File: config.mk
export PLATFORM = sky130hd
export DESIGN_NAME = epd_waveform_source_mapper_core_flat
export DESIGN_NICKNAME = d
export VERILOG_FILES = /design/src/hdl/epdwsm_pkg.sv /design/src/hdl/epdwsm_img_if.sv /design/src/hdl/epdwsm_src_if.sv /design/src/hdl/epdwsm_queue.sv /design/src/hdl/epdwsm_front.sv /design/src/hdl/epdwsm_back.sv /design/src/hdl/epd_waveform_source_mapper_core.sv /design/src/flat_wrapper.sv
export VERILOG_INCLUDE_DIRS = /design/src /design/src/hdl
export SDC_FILE = /design/constraint.sdc
export NUM_CORES = 1
export LEC_CHECK = 0
export ABC_AREA = 1
export BUFFER_PORTS_ARGS = -buffer_cell sky130_fd_sc_hd__buf_2
export CAP_MARGIN = 20
export CORE_UTILIZATION = 50
export DETAILED_ROUTE_END_ITERATION = 7
export GPL_TIMING_DRIVEN = 0
export HOLD_SLACK_MARGIN = 0.02
export PLACE_DENSITY = 0.69
export SETUP_SLACK_MARGIN = 0.5
export SLEW_MARGIN = 30
export SYNTH_ARGS = -nofsm -noshare
export SYNTH_HDL_FRONTEND = slang
export SYNTH_HIERARCHICAL = 1
export SYNTH_SLANG_ARGS = --single-unit
File: constraint.sdc
create_clock -name clk -period 3.7 [get_ports clk]
set_clock_uncertainty 0.2 [all_clocks]
set_input_delay 0.74 -clock clk [delete_from_list [all_inputs] [get_ports clk]]
set_output_delay 0.74 -clock clk [all_outputs]
set_load 0.02 [all_outputs]
File: src/hdl/epd_waveform_source_mapper_core_assert.svh
// ----------------------------------------------------------------------------
// EPD waveform source mapper assertion macros
// Concurrent check wrappers; they compile to nothing in synthesis.
// ----------------------------------------------------------------------------
`ifndef EPD_WAVEFORM_SOURCE_MAPPER_CORE_ASSERT_SVH
`define EPD_WAVEFORM_SOURCE_MAPPER_CORE_ASSERT_SVH

`ifndef SYNTHESIS

// same-cycle implication
`define EPDWSM_ASSERT_IMPL(label, clk, rst, ante, cons) \
  label: assert property (@(posedge clk) disable iff (rst) (ante) |-> (cons)) \
    else $error("assertion failed: label");

// next-cycle implication
`define EPDWSM_ASSERT_NEXT(label, clk, rst, ante, cons) \
  label: assert property (@(posedge clk) disable iff (rst) (ante) |=> (cons)) \
    else $error("assertion failed: label");

`else

`define EPDWSM_ASSERT_IMPL(label, clk, rst, ante, cons)
`define EPDWSM_ASSERT_NEXT(label, clk, rst, ante, cons)

`endif

`endif

File: src/hdl/epdwsm_pkg.sv
// ----------------------------------------------------------------------------
// EPD waveform source mapper package
// Register map, field widths, reset values and the front-to-back job type.
// ----------------------------------------------------------------------------
package epdwsm_pkg;

  localparam int CFG_INDEX_W = 3;
  localparam int CFG_DATA_W  = 64;
  localparam int WAVE_W      = 64;
  localparam int BPR_W       = 8;
  localparam int RPF_W       = 12;
  localparam int FPU_W       = 6;
  localparam int PIX_W       = 8;
  localparam int CODE_W      = 2;
  localparam int SLOTS       = 4;

  localparam logic [CFG_INDEX_W-1:0] REG_WAVE_SET   = 3'd0;
  localparam logic [CFG_INDEX_W-1:0] REG_WAVE_CLEAR = 3'd1;
  localparam logic [CFG_INDEX_W-1:0] REG_BPR        = 3'd2;
  localparam logic [CFG_INDEX_W-1:0] REG_RPF        = 3'd3;
  localparam logic [CFG_INDEX_W-1:0] REG_FPU        = 3'd4;

  localparam logic [BPR_W-1:0] BPR_RESET = 8'd181;
  localparam logic [RPF_W-1:0] RPF_RESET = 12'd1073;
  localparam logic [FPU_W-1:0] FPU_RESET = 6'd32;

  localparam int QUEUE_DEPTH = 2;
  localparam int QPTR_W      = 1;
  localparam int QCNT_W      = 2;

  // one classified image byte, waiting for the back end
  typedef struct packed {
    logic [PIX_W-1:0]  image_byte;
    logic [CODE_W-1:0] code_set;
    logic [CODE_W-1:0] code_clear;
    logic              row_first;
    logic              row_last;
    logic              frame_last;
    logic              update_last;
  } job_t;

endpackage

File: src/hdl/epdwsm_img_if.sv
// ----------------------------------------------------------------------------
// EPD waveform source mapper image channel
// Valid/ready channel carrying one byte of eight 1-bit pixels.
// ----------------------------------------------------------------------------
interface epdwsm_img_if;
  logic       valid;
  logic       ready;
  logic [7:0] image_byte;

  modport source (output valid, output image_byte, input ready);
  modport sink   (input valid, input image_byte, output ready);
endinterface

File: src/hdl/epdwsm_src_if.sv
// ----------------------------------------------------------------------------
// EPD waveform source mapper source-driver channel
// Valid/ready channel carrying one source byte and its position marks.
// ----------------------------------------------------------------------------
interface epdwsm_src_if;
  logic       valid;
  logic       ready;
  logic [7:0] source_byte;
  logic       row_first;
  logic       row_last;
  logic       frame_last;
  logic       update_last;
  logic       last_of_pair;

  modport source (output valid, output source_byte, output row_first, output row_last,
                  output frame_last, output update_last, output last_of_pair,
                  input ready);
  modport sink   (input valid, input source_byte, input row_first, input row_last,
                  input frame_last, input update_last, input last_of_pair,
                  output ready);
endinterface

File: src/hdl/epdwsm_queue.sv
// ----------------------------------------------------------------------------
// EPD waveform source mapper job queue
// Two-entry first-in first-out buffer between the front and back ends.
// ----------------------------------------------------------------------------
module epdwsm_queue (
  input  logic               clk,
  input  logic               rst,
  input  logic               push_valid,
  output logic               push_ready,
  input  epdwsm_pkg::job_t   push_job,
  output logic               head_valid,
  input  logic               pop,
  output epdwsm_pkg::job_t   head_job
);
  import epdwsm_pkg::*;

  job_t              slots [QUEUE_DEPTH];
  logic [QPTR_W-1:0] wr_ptr;
  logic [QPTR_W-1:0] rd_ptr;
  logic [QCNT_W-1:0] count;
  logic              do_push;
  logic              do_pop;

  assign push_ready = (count != QCNT_W'(QUEUE_DEPTH));
  assign head_valid = (count != '0);
  assign head_job   = slots[rd_ptr];
  assign do_push    = push_valid & push_ready;
  assign do_pop     = pop & head_valid;

  always_ff @(posedge clk) begin
    if (do_push) begin
      slots[wr_ptr] <= push_job;
    end
    if (rst) begin
      wr_ptr <= '0;
      rd_ptr <= '0;
      count  <= '0;
    end else begin
      if (do_push) begin
        wr_ptr <= wr_ptr + QPTR_W'(1);
      end
      if (do_pop) begin
        rd_ptr <= rd_ptr + QPTR_W'(1);
      end
      case ({do_push, do_pop})
        2'b10:   count <= count + QCNT_W'(1);
        2'b01:   count <= count - QCNT_W'(1);
        default: count <= count;
      endcase
    end
  end

endmodule

File: src/hdl/epdwsm_front.sv
// ----------------------------------------------------------------------------
// EPD waveform source mapper front end
// Holds the registers and position counters, classifies each image byte
// and picks the current frame's drive codes for the job queue.
// ----------------------------------------------------------------------------
module epdwsm_front #(
  parameter int MAX_FRAMES = 32
) (
  input  logic                                clk,
  input  logic                                rst,
  input  logic                                wr_en,
  input  logic [epdwsm_pkg::CFG_INDEX_W-1:0]  wr_index,
  input  logic [epdwsm_pkg::CFG_DATA_W-1:0]   wr_data,
  epdwsm_img_if.sink                          img,
  output logic                                push_valid,
  input  logic                                push_ready,
  output epdwsm_pkg::job_t                    push_job
);
  import epdwsm_pkg::*;

  localparam int FRAME_W = (MAX_FRAMES > 1) ? $clog2(MAX_FRAMES) : 1;

  logic [WAVE_W-1:0]  wave_for_set;
  logic [WAVE_W-1:0]  wave_for_clear;
  logic [BPR_W-1:0]   bytes_per_row;
  logic [RPF_W-1:0]   rows_per_frame;
  logic [FPU_W-1:0]   frames_per_update;

  logic [BPR_W-1:0]   byte_position;
  logic [RPF_W-1:0]   row_count;
  logic [FRAME_W-1:0] frame_count;

  logic [BPR_W-1:0]   bpr_eff;
  logic [RPF_W-1:0]   rpf_eff;
  logic [FPU_W-1:0]   fpu_eff;
  logic               rlast;
  logic               flast;
  logic               ulast;
  logic [5:0]         code_sel;
  logic               accept;

  // a zero count acts as one; too many frames clamps to the frame capacity
  assign bpr_eff = (bytes_per_row == '0) ? BPR_W'(1) : bytes_per_row;
  assign rpf_eff = (rows_per_frame == '0) ? RPF_W'(1) : rows_per_frame;
  always_comb begin
    if (frames_per_update == '0) begin
      fpu_eff = FPU_W'(1);
    end else if (frames_per_update > FPU_W'(MAX_FRAMES)) begin
      fpu_eff = FPU_W'(MAX_FRAMES);
    end else begin
      fpu_eff = frames_per_update;
    end
  end

  // a counter at or past its limit counts as last
  assign rlast = ({1'b0, byte_position} + 9'd1) >= {1'b0, bpr_eff};
  assign flast = rlast && (({1'b0, row_count} + 13'd1) >= {1'b0, rpf_eff});
  assign ulast = flast && ((7'(frame_count) + 7'd1) >= {1'b0, fpu_eff});

  assign code_sel = {5'(frame_count), 1'b0};

  assign push_valid = img.valid;
  assign img.ready  = push_ready;
  assign accept     = img.valid & push_ready;

  always_comb begin
    push_job.image_byte  = img.image_byte;
    push_job.code_set    = wave_for_set[code_sel +: CODE_W];
    push_job.code_clear  = wave_for_clear[code_sel +: CODE_W];
    push_job.row_first   = (byte_position == '0);
    push_job.row_last    = rlast;
    push_job.frame_last  = flast;
    push_job.update_last = ulast;
  end

  always_ff @(posedge clk) begin
    if (rst) begin
      wave_for_set      <= '0;
      wave_for_clear    <= '0;
      bytes_per_row     <= BPR_RESET;
      rows_per_frame    <= RPF_RESET;
      frames_per_update <= FPU_RESET;
    end else if (wr_en) begin
      case (wr_index)
        REG_WAVE_SET:   wave_for_set      <= wr_data[WAVE_W-1:0];
        REG_WAVE_CLEAR: wave_for_clear    <= wr_data[WAVE_W-1:0];
        REG_BPR:        bytes_per_row     <= wr_data[BPR_W-1:0];
        REG_RPF:        rows_per_frame    <= wr_data[RPF_W-1:0];
        REG_FPU:        frames_per_update <= wr_data[FPU_W-1:0];
        default:        ;
      endcase
    end
  end

  always_ff @(posedge clk) begin
    if (rst) begin
      byte_position <= '0;
      row_count     <= '0;
      frame_count   <= '0;
    end else if (accept) begin
      if (!rlast) begin
        byte_position <= byte_position + BPR_W'(1);
      end else begin
        byte_position <= '0;
        if (!flast) begin
          row_count <= row_count + RPF_W'(1);
        end else begin
          row_count <= '0;
          // wrap at end of update
          if (!ulast) begin
            frame_count <= frame_count + FRAME_W'(1);
          end else begin
            frame_count <= '0;
          end
        end
      end
    end
  end

endmodule

File: src/hdl/epdwsm_back.sv
// ----------------------------------------------------------------------------
// EPD waveform source mapper back end
// Expands each queued job into two source bytes, high nibble first,
// through a registered output stage.
// ----------------------------------------------------------------------------
module epdwsm_back (
  input  logic               clk,
  input  logic               rst,
  input  logic               head_valid,
  input  epdwsm_pkg::job_t   head_job,
  output logic               pop,
  epdwsm_src_if.source       src
);
  import epdwsm_pkg::*;

  logic               second;
  logic               load;
  logic [SLOTS-1:0]   nibble;
  logic [PIX_W-1:0]   mapped;
  logic               out_valid;
  logic [PIX_W-1:0]   out_byte;
  logic               out_row_first;
  logic               out_row_last;
  logic               out_frame_last;
  logic               out_update_last;
  logic               out_last_of_pair;

  assign load   = !out_valid || src.ready;
  assign pop    = load && head_valid && second;
  assign nibble = second ? head_job.image_byte[SLOTS-1:0]
                         : head_job.image_byte[PIX_W-1:SLOTS];

  always_comb begin
    mapped = '0;
    for (int k = 0; k < SLOTS; k++) begin
      mapped[CODE_W*k +: CODE_W] = nibble[k] ? head_job.code_set : head_job.code_clear;
    end
  end

  always_ff @(posedge clk) begin
    if (rst) begin
      out_valid <= 1'b0;
      second    <= 1'b0;
    end else if (load) begin
      out_valid <= head_valid;
      if (head_valid) begin
        second <= !second;
      end
    end
    // payload holds while stalled
    if (load && head_valid) begin
      out_byte         <= mapped;
      out_row_first    <= !second && head_job.row_first;
      out_row_last     <= second && head_job.row_last;
      out_frame_last   <= second && head_job.frame_last;
      out_update_last  <= second && head_job.update_last;
      out_last_of_pair <= second;
    end
  end

  assign src.valid        = out_valid;
  assign src.source_byte  = out_byte;
  assign src.row_first    = out_row_first;
  assign src.row_last     = out_row_last;
  assign src.frame_last   = out_frame_last;
  assign src.update_last  = out_update_last;
  assign src.last_of_pair = out_last_of_pair;

endmodule

File: src/hdl/epd_waveform_source_mapper_core.sv
// ----------------------------------------------------------------------------
// EPD waveform source mapper core
// Maps 1-bit-per-pixel image bytes to e-paper source-driver bytes.
// ----------------------------------------------------------------------------
// Each accepted image byte yields two source bytes (image bits 7..4 first,
// then 3..0), each holding four 2-bit drive codes taken from the current
// frame of the set or clear waveform, with row, frame and update end marks.
// The output register sends one source byte per cycle while the source side
// is ready. Each accepted image byte is registered in the job queue, then
// its first source byte is loaded into the output register and presented,
// and the second byte follows on the next cycle once the first transfers.
// A two-entry job queue lets the input side accept up to two image bytes
// while the output is stalled. Write registers only while idle.
module epd_waveform_source_mapper_core #(
  parameter int MAX_FRAMES = 32
) (
  input  logic                                clk,
  input  logic                                rst,
  input  logic                                wr_en,
  input  logic [epdwsm_pkg::CFG_INDEX_W-1:0]  wr_index,
  input  logic [epdwsm_pkg::CFG_DATA_W-1:0]   wr_data,
  epdwsm_img_if.sink                          img,
  epdwsm_src_if.source                        src
);
  import epdwsm_pkg::*;

`include "epd_waveform_source_mapper_core_assert.svh"

  logic push_valid;
  logic push_ready;
  job_t push_job;
  logic head_valid;
  logic pop;
  job_t head_job;

  epdwsm_front #(
    .MAX_FRAMES (MAX_FRAMES)
  ) u_front (
    .clk        (clk),
    .rst        (rst),
    .wr_en      (wr_en),
    .wr_index   (wr_index),
    .wr_data    (wr_data),
    .img        (img),
    .push_valid (push_valid),
    .push_ready (push_ready),
    .push_job   (push_job)
  );

  epdwsm_queue u_queue (
    .clk        (clk),
    .rst        (rst),
    .push_valid (push_valid),
    .push_ready (push_ready),
    .push_job   (push_job),
    .head_valid (head_valid),
    .pop        (pop),
    .head_job   (head_job)
  );

  epdwsm_back u_back (
    .clk        (clk),
    .rst        (rst),
    .head_valid (head_valid),
    .head_job   (head_job),
    .pop        (pop),
    .src        (src)
  );

  // first half of a pair is always followed at once by its second half
  `EPDWSM_ASSERT_NEXT(a_pair_follows, clk, rst, src.valid && src.ready && !src.last_of_pair, src.valid && src.last_of_pair)
  // end marks ride only on the second half
  `EPDWSM_ASSERT_IMPL(a_marks_on_second, clk, rst, src.valid && (src.row_last || src.frame_last), src.last_of_pair)
  // update end implies frame and row end
  `EPDWSM_ASSERT_IMPL(a_update_nested, clk, rst, src.valid && src.update_last, src.frame_last && src.row_last)

endmodule
File: src/flat_wrapper.sv
// flat-port wrapper written by rule: the top's interface ports become plain ports
module epd_waveform_source_mapper_core_flat import epdwsm_pkg::*;
#(
  parameter int MAX_FRAMES = 32
)
  (clk, rst, wr_en, wr_index, wr_data, img_valid, img_image_byte, img_ready, src_valid, src_source_byte, src_row_first, src_row_last, src_frame_last, src_update_last, src_last_of_pair, src_ready);
  epdwsm_img_if img_i ();
  epdwsm_src_if src_i ();
  input  logic clk;
  input  logic rst;
  input  logic wr_en;
  input  logic [epdwsm_pkg::CFG_INDEX_W-1:0] wr_index;
  input  logic [epdwsm_pkg::CFG_DATA_W-1:0] wr_data;
  input wire logic [$bits(img_i.valid)-1:0] img_valid;
  input wire logic [$bits(img_i.image_byte)-1:0] img_image_byte;
  output wire logic [$bits(img_i.ready)-1:0] img_ready;
  output wire logic [$bits(src_i.valid)-1:0] src_valid;
  output wire logic [$bits(src_i.source_byte)-1:0] src_source_byte;
  output wire logic [$bits(src_i.row_first)-1:0] src_row_first;
  output wire logic [$bits(src_i.row_last)-1:0] src_row_last;
  output wire logic [$bits(src_i.frame_last)-1:0] src_frame_last;
  output wire logic [$bits(src_i.update_last)-1:0] src_update_last;
  output wire logic [$bits(src_i.last_of_pair)-1:0] src_last_of_pair;
  input wire logic [$bits(src_i.ready)-1:0] src_ready;
  assign img_i.valid = img_valid;
  assign img_i.image_byte = img_image_byte;
  assign img_ready = img_i.ready;
  assign src_valid = src_i.valid;
  assign src_source_byte = src_i.source_byte;
  assign src_row_first = src_i.row_first;
  assign src_row_last = src_i.row_last;
  assign src_frame_last = src_i.frame_last;
  assign src_update_last = src_i.update_last;
  assign src_last_of_pair = src_i.last_of_pair;
  assign src_i.ready = src_ready;
  epd_waveform_source_mapper_core #(.MAX_FRAMES(MAX_FRAMES)) u_core (.clk(clk), .rst(rst), .wr_en(wr_en), .wr_index(wr_index), .wr_data(wr_data), .img(img_i), .src(src_i));
endmodule
==> impl_metrics.csv <==
group,metric,value,unit
setup_path,start_kind,"flip-flop",
outcome,status,"completed",
grt,grt_max_degree,17,
final_layout,final_common_cell,"nor2_1",
clock_tree,insertion_delay,0.53,ns
die,ioPinCount,95,
final_layout,drive_above_1_share,13.77,%
final_layout,final_cell_mix,"nor2_1 (369), o21ai_0 (226), dfxtp_1 (183), nand2_1 (138), buf_2 (89)",
clock_tree,cts_buffers,26,
timing,fmax,331.4,MHz
grt,grt_overflow,0,
yosys,synth.area.top_cells,"dfxtp_1 (35%), nor2_1 (13%), edfxtp_1 (13%), o21ai_0 (11%), nand2_1 (4.8%)",
timing,drv_slew,0,
routing,routed_wl,28500,um
clock_tree,cts.sinks,231,
setup_path,timing.rr.end,"u_core/u_queue/slots[0][0]",
clock_tree,cts_tree,"done",
clock_tree,cts.clk_slew.worst_paths,0.06,ns
timing,fin_ws,0.6822,ns
power_and_ir_drop,combPwrFrac,8.2,%
setup_path,slowest_delay,0.38,ns
yosys,synth_seq_area_share,47.16,%
final_layout,fill_cells,1949,
power_and_ir_drop,seqPwrFrac,46.6,%
routing,drtPass1Iterations,5,
yosys,synth.top_cell.area_share,34.60,%
power_and_ir_drop,p_sw,1.404,mW
run,drv_cap,0,
final_layout,finalNonFillerCells,1786,
yosys,yosys_warnings,6,
final_layout,diodes,0,
power_and_ir_drop,leakage,5.549,nW
setup_path,worstSetupEndpointType,"flip-flop",
place,pre_cts_slack,0.2454,ns
setup_path,critical_path_cell_count,12,
clock_tree,holdBufCountCts,0,
die,row_count,53,
timing,slew_headroom,45.48,%
yosys,synth_nets,1490,
final_layout,finalInstanceArea,12470,um2
yosys,ys_types,45,
timing,layout_min_cycle_time,3.018,ns
yosys,synth_top_area_cell,"dfxtp_1",
clock_tree,htreeDepth,1,
routing,vias_per_cell,5.476,
setup_path,cp_num_buf_inv,2,
die,coreArea,21090,um2
place,dpl-instance-area,11540,um2
yosys,synth_fa_ha_area_share,3.604,%
timing,finalHoldViolCount,0,
yosys,synth_compound_area_share,16.94,%
die,fp.dieH,148.7,um
timing,tightest_slew,0.8169,ns
yosys,synthMuxAreaShare,2.023,%
yosys,postSynthCellCount,1379,
final_layout,fin_nets,1604,
routing,ant_nets,0,
final_layout,final_util,59.13,%
setup_path,critPathCapture,"u_core/u_queue/slots[0][0]",
grt,grt_pass1_vias,9131,
setup_path,cp-startpoint,"u_core/u_front/row_count[0]",
clock_tree,cts_buffer_depth,3,
setup_path,timing.critical_path.cells,"ha_1 > nand3_1 > nor3_4 > nand3_1 > xor2_2 > ha_1 > a21o_1 > a21oi_1 > nand4_2 > nand3_2 > inv_1 > buf_4",
yosys,ys_seq_elements,231,
power_and_ir_drop,cellPowerDensity,473.5,nW/um2
die,die_x,148.7,um
die,die_area,22110,um2
routing,wl_per_cell,15.96,um
power_and_ir_drop,power,5.905,mW
place,port_buffers,86,
routing,drc,0,
setup_path,critical_path.top_delay_family,"simple AND/OR/NAND/NOR gates",
power_and_ir_drop,power_frac_clock,45.2,%
yosys,synth-xor-area-share,1.384,%
yosys,synth_edf_count,45,
clock_tree,cts-root-buf,"clkbuf_16",
yosys,yosys.area_share.simple,22.02,%
setup_path,cp.required,3.79,ns
timing,setup_tns,0,ns
yosys,synth-main-ff-cell,"dfxtp_1",
setup_path,slowest_stage,"dfxtp_2",
grt,grt_use_total,25.90,%
setup_path,r2r_cells,12,
die,start_util,51.03,%
worst_hold_path,hp-class,"in2reg",
yosys,postSynthAreaPerCell,7.804,um2
power_and_ir_drop,power.internal,4.501,mW
power_and_ir_drop,netSwitchingFraction,23.78,%
routing,drtIter0Drc,649,
yosys,syn_area,10760,um2
setup_path,r2r-start,"u_core/u_front/row_count[0]",
timing,grt_setup_unrepaired,"no",
setup_path,critPathKind,"reg2reg",
place,dp_hpwl,20050,um
yosys,synth_async_sr_flop_share,0,%
clock_tree,cts-resized-gates,4,
routing,via_count,9780,
power_and_ir_drop,worst_ir_drop_vdd,378.2,uV
place,placed_cells_incl_taps,1740,
timing,whs,0.1962,ns
place,gp_congestion,0.8786,
grt,grt_first_pass_wirelength,45760,um
setup_path,worst_ep_arrival_time,3.10,ns
setup_path,critical_path.max_fanout,6,
final_layout,area_growth,15.87,%
grt,antenna_found_initial,0,
timing,period_share,81.56,%
setup_path,ff2ff_setup_slack,0.68,ns
timing,setup_violations,0,
clock_tree,cts_setup_buffers,0,
yosys,synth_top_family_by_area,"simple AND/OR/NAND/NOR gates",
-- worst register-to-register path, cell delays in order (launching register included) --
cell	delay [ns]
dfxtp_2	0.38
ha_1	0.19
nand3_1	0.19
nor3_4	0.22
nand3_1	0.14
xor2_2	0.18
ha_1	0.32
a21o_1	0.18
a21oi_1	0.15
nand4_2	0.20
nand3_2	0.22
inv_1	0.06
buf_4	0.13
-- state kept, by name, summed over array words and instances (netlist names), 2 cells and up, named ones only --
| register | count |
|---|---|
| u_core/u_queue/slots | 32 |
| u_core/u_back/src.source_byte | 8 |
| u_core/u_queue/count | 2 |
| u_core/u_front/byte_position | 8 |
| u_core/u_front/frame_count | 5 |
| u_core/u_front/wave_for_clear | 64 |
| u_core/u_front/bytes_per_row | 8 |
| u_core/u_front/frames_per_update | 6 |
| u_core/u_front/wave_for_set | 64 |
| u_core/u_front/row_count | 12 |
| u_core/u_front/rows_per_frame | 12 |
-- worst min path at each step --
stage / startpoint / endpoint / slack [ns] / depth (start not counted)
floorplan: u_core/u_front/bytes_per_row[0] / u_core/u_front/bytes_per_row[0] / 0.23 / 2
global placement: u_core/u_front/row_count[10] / u_core/u_front/row_count[10] / 0.25 / 2
detailed placement: u_core/u_front/row_count[10] / u_core/u_front/row_count[10] / 0.26 / 2
CTS: img_image_byte[1] / u_core/u_queue/slots[0][9] / 0.18 / 1
global route: img_image_byte[3] / u_core/u_queue/slots[1][11] / 0.18 / 1
finish: img_image_byte[0] / u_core/u_queue/slots[1][8] / 0.20 / 1
-- power by group through the flow --
stage                     registers (mW)  clock network [mW]  logic, mW
after global placement              2.80                   0      0.473
after CTS                           2.75                2.71      0.486
final                               2.75                2.67      0.486
after floorplan                     2.82                   0      0.282
after detailed placement            2.80                   0      0.483
after global routing                2.76                2.82      0.541
-- cell type report --
cell class	instances	area (um2)	area share, %
sequential	231	5079	40.73
buffer	89	437.9	3.512
clock inverter	14	187.7	1.505
clock buffer	32	704.4	5.649
inverter	82	307.8	2.468
timing repair buffer	86	430.4	3.452
multi-input combinational	977	4979	39.93
tap	275	344.1	2.759
-- cell families (layout without fill, tap and decap cells) --
logic type	Yosys count	count (layout)
multiplexers	16	16
adder cells (fa/ha/maj)	31	31
AND/OR/NAND/NOR	580	580
XOR/XNOR	17	17
AO/OA/AOI/OAI	333	333
flip-flops	231	231
buffers and inverters	171	303
-- routing by layer --
layer / track usage [%] / up-vias / wire length, um
li1: - / 4829 / -
met4: 11.19 / 0 / 1047
met1: 33.29 / 4546 / 12320
met3: 3.313 / 70 / 1749
met5: 0 / - / 0
met2: 43.62 / 335 / 13380
-- cells in the mapped netlist, types with 10 or more instances --
library cell / n
nor2_1: 372
o21ai_0: 226
dfxtp_1: 186
nand2_1: 138
inv_1: 75
clkbuf_1: 69
a21oi_1: 51
edfxtp_1: 45
nand3_1: 33
ha_1: 31
o221ai_1: 26
xor2_1: 14
buf_4: 13
mux2_4: 10
Power figures use the tool's default switching activity.
